===== src/sv/ssi_pkg.sv =====
`timescale 1ns / 1ps
// ----------------------------------------------------------------------------
// ssi_pkg
// Shared widths, types and constants of the segment intersection core.
// ----------------------------------------------------------------------------
package ssi_pkg;

    localparam int COORD_BITS = 16;
    localparam int FRAC_BITS  = 16;
    localparam int RATIO_BITS = 24;
    localparam int DW         = COORD_BITS + 1;
    localparam int PW         = 2 * DW;
    localparam int SW         = PW + 1;
    localparam int MW         = SW;
    localparam int RW         = MW + RATIO_BITS;
    localparam int OVF_SHIFT  = RATIO_BITS - FRAC_BITS;
    localparam int QDEPTH     = 4;
    localparam int QAW        = 2;

    typedef struct packed {
        logic signed [COORD_BITS-1:0] ax0;
        logic signed [COORD_BITS-1:0] ay0;
        logic signed [COORD_BITS-1:0] ax1;
        logic signed [COORD_BITS-1:0] ay1;
        logic signed [COORD_BITS-1:0] bx0;
        logic signed [COORD_BITS-1:0] by0;
        logic signed [COORD_BITS-1:0] bx1;
        logic signed [COORD_BITS-1:0] by1;
    } t_seg;

    typedef struct packed {
        logic                         parallel;
        logic                         hit;
        logic                         neg_a;
        logic                         neg_b;
        logic                         ovf_a;
        logic                         ovf_b;
        logic [MW-1:0]                mag_na;
        logic [MW-1:0]                mag_nb;
        logic [MW-1:0]                mag_den;
        logic                         numb_zero;
        logic                         neg_x;
        logic                         neg_y;
        logic [DW-1:0]                mag_dx;
        logic [DW-1:0]                mag_dy;
        logic signed [COORD_BITS-1:0] base_x;
        logic signed [COORD_BITS-1:0] base_y;
    } t_cls;

endpackage


===== src/sv/ssi_fifo.sv =====
`timescale 1ns / 1ps
// ----------------------------------------------------------------------------
// ssi_fifo
// Short queue of classified items between the front and the back.
// ----------------------------------------------------------------------------
module ssi_fifo (
    input  logic          i_clk,
    input  logic          i_rst_n,
    input  logic          i_push,
    input  ssi_pkg::t_cls i_data,
    output logic          o_full,
    input  logic          i_pop,
    output ssi_pkg::t_cls o_data,
    output logic          o_empty
);

    ssi_pkg::t_cls                r_mem [0:ssi_pkg::QDEPTH-1];
    logic [ssi_pkg::QAW-1:0]      r_wp;
    logic [ssi_pkg::QAW-1:0]      r_rp;
    logic [ssi_pkg::QAW:0]        r_cnt;
    logic                         wr;
    logic                         rd;

    assign o_full  = (r_cnt == (ssi_pkg::QAW+1)'(ssi_pkg::QDEPTH));
    assign o_empty = (r_cnt == '0);
    assign wr      = i_push && !o_full;
    assign rd      = i_pop && !o_empty;
    assign o_data  = r_mem[r_rp];

    always_ff @(posedge i_clk) begin
        if (!i_rst_n) begin
            r_wp  <= '0;
            r_rp  <= '0;
            r_cnt <= '0;
        end else begin
            if (wr) r_wp <= r_wp + 1'b1;
            if (rd) r_rp <= r_rp + 1'b1;
            if (wr && !rd) r_cnt <= r_cnt + 1'b1;
            else if (rd && !wr) r_cnt <= r_cnt - 1'b1;
        end
    end

    always_ff @(posedge i_clk) begin
        if (wr) r_mem[r_wp] <= i_data;
    end

endmodule


===== config.mk =====
export PLATFORM = sky130hd
export DESIGN_NAME = ssi_fifo
export DESIGN_NICKNAME = d
export VERILOG_FILES = /design/src/sv/ssi_pkg.sv /design/src/sv/ssi_fifo.sv
export SDC_FILE = /design/constraint.sdc
export NUM_CORES = 1
export LEC_CHECK = 0
export ABC_AREA = 1
export BUFFER_PORTS_ARGS = -buffer_cell sky130_fd_sc_hd__buf_4
export CAP_MARGIN = 30
export CORE_ASPECT_RATIO = 0.75
export CORE_MARGIN = 2
export CORE_UTILIZATION = 40
export DETAILED_ROUTE_END_ITERATION = 8
export GPL_TIMING_DRIVEN = 0
export PLACE_DENSITY_LB_ADDON = 0.1
export SLEW_MARGIN = 10
export SYNTH_ARGS = -nofsm -noshare
export SYNTH_HDL_FRONTEND = slang
export SYNTH_SLANG_ARGS = --single-unit

===== constraint.sdc =====
create_clock -name i_clk -period 19.87 [get_ports i_clk]
set_input_delay 2.9805 -clock i_clk [delete_from_list [all_inputs] [get_ports i_clk]]
set_output_delay 2.9805 -clock i_clk [all_outputs]
set_load 0.05 [all_outputs]

==> results.sh, run 1 <==
export IMPL_boundaryPins=366
export IMPL_synthMuxAreaShare_pct=0
export IMPL_worstPathRequired_ns=16.89
export IMPL_fp_row_count=82
export IMPL_drv_slew=0
export IMPL_p_clk_share_pct=27.4
export IMPL_r2r_slack_ns=17.02
export IMPL_tightest_slew_ns=0.790
export IMPL_start_util_pct=40.6
export IMPL_synth_avg_cell_area_um2=15.0
export IMPL_rsz0062_at_grt="no"
export IMPL_ir_drop_mv=0.0923
export IMPL_finalPower_mw=5.13
export IMPL_critPathMaxFanout=10
export IMPL_drtIter0Drc=1356
export IMPL_cp_end_kind="primary output"
export IMPL_final_common_cell="edfxtp_1"
export IMPL_pwr_share_seq_pct=37.0
export IMPL_post_route_period_util_pct=29.1
export IMPL_ctsResizeCount=0
export IMPL_cts_max_level=3
export IMPL_finalSetupTns_ns=0
export IMPL_hold_path_class="flip-flop to flip-flop"
export IMPL_slowest_delay_ns=0.36
export IMPL_drc=0
export IMPL_nets=2475
export IMPL_finClkSkew_ns=0.0184
export IMPL_hold_worst_slack_ns=0.526
export IMPL_core_area_um2=67000
export IMPL_cts_tree="yes"
export IMPL_routedWlPerCell_um=22.1
export IMPL_postCtsSetupRepairBufs=0
export IMPL_vias_per_cell=5.21
export IMPL_dp_hpwl_um=45600
export IMPL_area_delta_synth_final_pct=26.1
export IMPL_netlist_area_um2=27200
export IMPL_leakagePower_nw=12.0
export IMPL_antenna_found_initial=9
export IMPL_synth_xor_area_share_pct=0.0322
export IMPL_crit_slowest_cell="o22ai_1"
export IMPL_maxCapViolCount=0
export IMPL_drive_gt1_share_pct=24.8
export IMPL_drt_total_wl_um=71300
export IMPL_grt_pass1_vias=16500
export IMPL_yosys_warnings=0
export IMPL_synth_nets=2000
export IMPL_io_buffers=365
export IMPL_layout_cells_non_filler=3228
export IMPL_synth_compound_gate_area_share_pct=10.8
export IMPL_synth_seq_cells=729
export IMPL_cts_clk_slew_worst_paths_ns=0.06
export IMPL_swShare_pct=37.5
export IMPL_reg2reg_to="r_mem[0][137]"
export IMPL_power_density_nw_per_um2=150
export IMPL_period_needed_ns=5.78
export IMPL_place_congestion=0.752
export IMPL_grt_util_all_layers_pct=19.8
export IMPL_ant_nets=0
export IMPL_cp_start_kind="flip-flop"
export IMPL_clock_fmax_mhz=173
export IMPL_cts_sinks=729
export IMPL_setup_violations=0
export IMPL_worstRegToRegCells=8
export IMPL_clockRootBuffer="clkbuf_16"
export IMPL_die_w_um=305
export IMPL_power_internal_mw=3.20
export IMPL_ys_seq_area_share_pct=80.2
export IMPL_overflow=0
export IMPL_cpMostUsedCell="buf_4"
export IMPL_die_area_um2=70100
export IMPL_ctsHoldBuffers=0
export IMPL_num_vias=16800
export IMPL_crit_path_end="o_data[113]"
export IMPL_synth_top_family_by_area="compound AO/OA/AOI/OAI gates"
export IMPL_layout_common_cells="edfxtp_1 (720), nor2_1 (370), buf_4 (369)"
export IMPL_p_sw_mw=1.92
export IMPL_detailedRoute_firstPassIterationCount=5
export IMPL_grt_max_degree=26
export IMPL_criticalPathCategory="flip-flop to primary output"
export IMPL_dp_cells=3091
export IMPL_path_cells="buf_4 -> inv_2 -> buf_4 -> clkbuf_2 -> o21ai_0 -> o22ai_1 -> buf_4"
export IMPL_die_y_um=230
export IMPL_yosys_area_share_adder_pct=0.304
export IMPL_grt_pass1_wl_um=104000
export IMPL_r2r_start="r_cnt[0]"
export IMPL_crit_arrival_ns=2.80
export IMPL_cts_inserted_buffers=74
export IMPL_synthCells=1810
export IMPL_relSlewSlack_pct=47.2
export IMPL_hold_viol=0
export IMPL_worstSkewPairLatency_ns=0.59
export IMPL_combPwrFrac_pct=35.6
export IMPL_cts_buffer_depth=3
export IMPL_status="complete, no violations"
export IMPL_synth_simple_area_share_pct=5.47
export IMPL_synth_cell_type_count=23
## flip-flops by register name (all words and copies together) (netlist names), named ones only
name / cells
r_mem: 720
r_cnt: 3
r_rp: 2
r_wp: 2
## critical path: cells and delay by family (launching register included)
kind,cells,cell delay (ns)
compound gates,2,0.48
flops,1,0.29
buf+inv,5,1.40
## worst min-delay path by stage
stage                        from   endpoint  slack, ns  cells after the start
after floorplan           r_rp[1]  flip-flop       0.46                      2
final                     r_rp[0]    r_rp[0]       0.53                      2
after global placement    r_rp[0]    r_rp[0]       0.49                      2
after global routing      r_rp[0]    r_rp[0]       0.54                      2
after CTS                 r_rp[0]    r_rp[0]       0.53                      2
after detailed placement  r_rp[0]    r_rp[0]       0.52                      2
## power by group through the flow
| stage | clock network (mW) | logic (mW) | registers (mW) |
|---|---|---|---|
| floorplan | 0 | 1.16 | 1.97 |
| global placement | 0 | 1.78 | 2.03 |
| detailed placement | 0 | 1.84 | 1.93 |
| CTS | 1.44 | 1.85 | 1.90 |
| global route | 1.50 | 1.93 | 1.91 |
| finish | 1.40 | 1.82 | 1.90 |
## per-stage QoR
| stage | area, um^2 | utilization [%] | setup slack, ns |
|---|---|---|---|
| after floorplan | 27200 | - | 8.59 |
| after global placement | 31000 | 46.3 | 1.61 |
| after detailed placement | 31800 | 47.5 | 14.53 |
| after CTS | 34300 | 51.2 | 14.03 |
| after global routing | 34300 | 51.2 | 13.98 |
| final | 34300 | 51.2 | 14.09 |
## final cells by class
type / count / area (um^2)
fillers: 5651 / 32700
flip-flops and latches: 729 / 21800
multi-input cells: 945 / 4560
repair buffers: 399 / 3510
clock buffers: 87 / 1960
well taps: 882 / 1100
plain buffers: 118 / 785
clock inverters: 46 / 473
inverters: 18 / 75.1
diodes: 4 / 10.0
## metal layers
layer / vias to the layer above / wire length [um] / global-route usage [%]
li1: 7828 / - / -
met1: 8320 / 30300 / 26.6
met2: 526 / 34200 / 32.2
met3: 123 / 5020 / 5.04
met4: 12 / 1760 / 5.72
met5: - / 64 / 0
## cell families after synthesis
group	count (synthesis)
DFF	729
buffers and inverters	136
AOI/OAI and AO/OA	544
adders and majority gates	6
and+or+nand+nor	394
xor gates and xnor gates	1
## Yosys cell counts
cell type	n	area share (%)
clkbuf_1	48	0.66
o21ai_0	307	5.7
clkbuf_2	18	0.33
nand3b_1	1	0.028
a21oi_1	3	0.055
buf_8	2	0.11
nand3_1	4	0.074
ha_1	5	0.23
xor2_1	1	0.032
nand2_1	15	0.21
dfxtp_1	9	0.66
buf_4	4	0.11
o21ai_1	54	0.99
inv_1	16	0.22
buf_2	13	0.24
fa_1	1	0.074
inv_2	1	0.014
buf_6	31	1.3
edfxtp_1	720	80
inv_8	1	0.041
buf_12	2	0.15
nor2_1	374	5.2
o22ai_1	180	4.1
Power figures use the tool's default switching activity.
==> run 2: changes to the inputs <==
- clock period: 19.87 -> 4.8 ns (I/O delays scaled with it)
==> run 2 against run 1 <==
Power rose to 4.1 times the previous value. Worst setup slack worse by 13 ns. Largest power group unchanged. Largest cell class unchanged. Clock power rose to 4.0 times the previous value. Die area unchanged.
==> results.sh, run 2 (synthesized netlist as in run 1, its figures left out) <==
export IMPL_status="complete, no violations"
export IMPL_crit_arrival_ns=2.69
export IMPL_grt_util_all_layers_pct=19.9
export IMPL_num_vias=16900
export IMPL_cts_clk_slew_worst_paths_ns=0.06
export IMPL_reg_largest_list="r_mem: 720 flops, r_cnt: 3 flops"
export IMPL_start_util_pct=40.6
export IMPL_grt_max_degree=26
export IMPL_busiest_layer="met2"
export IMPL_dp_hpwl_um=46000
export IMPL_drive_gt1_share_pct=24.4
export IMPL_regMostFlops="r_mem"
export IMPL_fp_row_count=82
export IMPL_vias_per_cell=5.23
export IMPL_final_util_pct=50.9
export IMPL_drc=0
export IMPL_boundaryPins=366
export IMPL_grt_pass1_wl_um=104000
export IMPL_drt_total_wl_um=71700
export IMPL_detailedRoute_firstPassIterationCount=5
export IMPL_die_w_um=305
export IMPL_antenna_found_initial=8
export IMPL_rsz0062_at_grt="no"
export IMPL_grt_pass1_vias=16500
export IMPL_r2r_slack_ns=2.04
export IMPL_p_sw_mw=7.96
export IMPL_met2_usage_pct=32.9
export IMPL_layout_common_cells="edfxtp_1 (720), nor2_1 (370), buf_4 (369)"
export IMPL_overflow=0
export IMPL_cts_sinks=729
export IMPL_nets=2473
export IMPL_cts_inserted_buffers=72
export IMPL_critPathMaxFanout=10
export IMPL_finClkSkew_ns=0.0234
export IMPL_ctsResizeCount=0
export IMPL_hold_worst_slack_ns=0.310
export IMPL_largest_reg_flops=720
export IMPL_cts_tree="yes"
export IMPL_setup_violations=0
export IMPL_area_delta_synth_final_pct=25.5
export IMPL_drtIter0Drc=1305
export IMPL_tightest_slew_ns=0.734
export IMPL_use_met3_pct=5.28
export IMPL_cts_buffer_depth=3
export IMPL_ctsHoldBuffers=0
export IMPL_p_clk_share_pct=26.4
export IMPL_cts_max_level=3
export IMPL_postCtsSetupRepairBufs=0
export IMPL_pwr_share_seq_pct=37.4
export IMPL_place_congestion=0.744
export IMPL_power_internal_mw=13.0
export IMPL_io_buffers=365
export IMPL_worstSkewPairLatency_ns=0.61
export IMPL_die_area_um2=70100
export IMPL_relSlewSlack_pct=50.9
export IMPL_die_y_um=230
export IMPL_core_area_um2=67000
export IMPL_ant_nets=0
export IMPL_drv_slew=0
export IMPL_hold_path_class="input pin to flip-flop"
export IMPL_routedWlPerCell_um=22.2
export IMPL_finalPower_mw=21.0
export IMPL_criticalPathCategory="flip-flop to primary output"
export IMPL_final_common_cell="edfxtp_1"
export IMPL_leakagePower_nw=12.0
export IMPL_worstPathRequired_ns=4.08
export IMPL_clock_fmax_mhz=294
export IMPL_cp_end_kind="primary output"
export IMPL_period_needed_ns=3.41
export IMPL_post_route_period_util_pct=71.0
export IMPL_ir_drop_mv=0.419
export IMPL_maxCapViolCount=0
export IMPL_cp_start_kind="flip-flop"
export IMPL_power_density_nw_per_um2=615
export IMPL_combPwrFrac_pct=36.2
export IMPL_use_met1_pct=26.1
export IMPL_swShare_pct=37.9
export IMPL_clockRootBuffer="clkbuf_16"
export IMPL_hold_viol=0
run 2: cell count changes in the layout (fill, tap and decap cells not counted), sizes merged:
cell    delta
bufinv     -3
clkinv     -4
clkbuf     +3
run 2: power groups by stage:
stage,Combinational (mW),Sequential [mW],Clock (mW)
floorplan,4.80,8.08,0
global placement,7.39,8.21,0
detailed placement,7.65,7.99,0
CTS,7.67,7.86,5.66
global route,8.00,7.90,5.93
finish,7.59,7.86,5.55
run 2: area by class of cell:
cell class                 instances  area [um^2]
tap                              882         1100
antenna                            4         10.0
multi-input combinational        945         4560
timing repair buffer             399         3500
sequential                       729        21800
clock inverter                    39          362
inverter                          18         75.1
fill                            5672        32900
buffer                           118          785
clock buffer                      90         1930
run 2: path summary, 6_finish.rpt:
kind / start / to / cells past startpoint
max: flip-flop / o_data[98] / 7
max reg2reg: r_cnt[0] / r_mem[2][80] / 8
min: i_data[27] / r_mem[2][27] / 1
min reg2reg: r_rp[1] / flip-flop / 2
run 2: through the flow:
step | setup WS (ns) | cell area, um^2 | std cells | TNS [ns]
after detailed placement | 1.77 | 31800 | 3091 | 0
after floorplan | -1.22 | 27200 | 1810 | -875.75
after global placement | -5.57 | 31000 | 3057 | -3863.87
after global routing | 1.26 | 34100 | 3221 | 0
after CTS | 1.33 | 34100 | 3220 | 0
final | 1.39 | 34100 | 3224 | 0
run 2: critical path: stages, from the launching register on:
cell and delay (ns):
dfxtp_1 0.30, buf_4 0.20, inv_2 0.29, buf_4 0.35
clkbuf_2 0.29, o21ai_0 0.13, o22ai_1 0.23, buf_4 0.26
run 2: layer usage:
| metal | wire length [um] | part of all wire [%] |
|---|---|---|
| met2 | 35000 | 49 |
| met4 | 1540 | 2.1 |
| met3 | 4820 | 6.7 |
| met1 | 30200 | 42 |
| met5 | 67 | 0.093 |
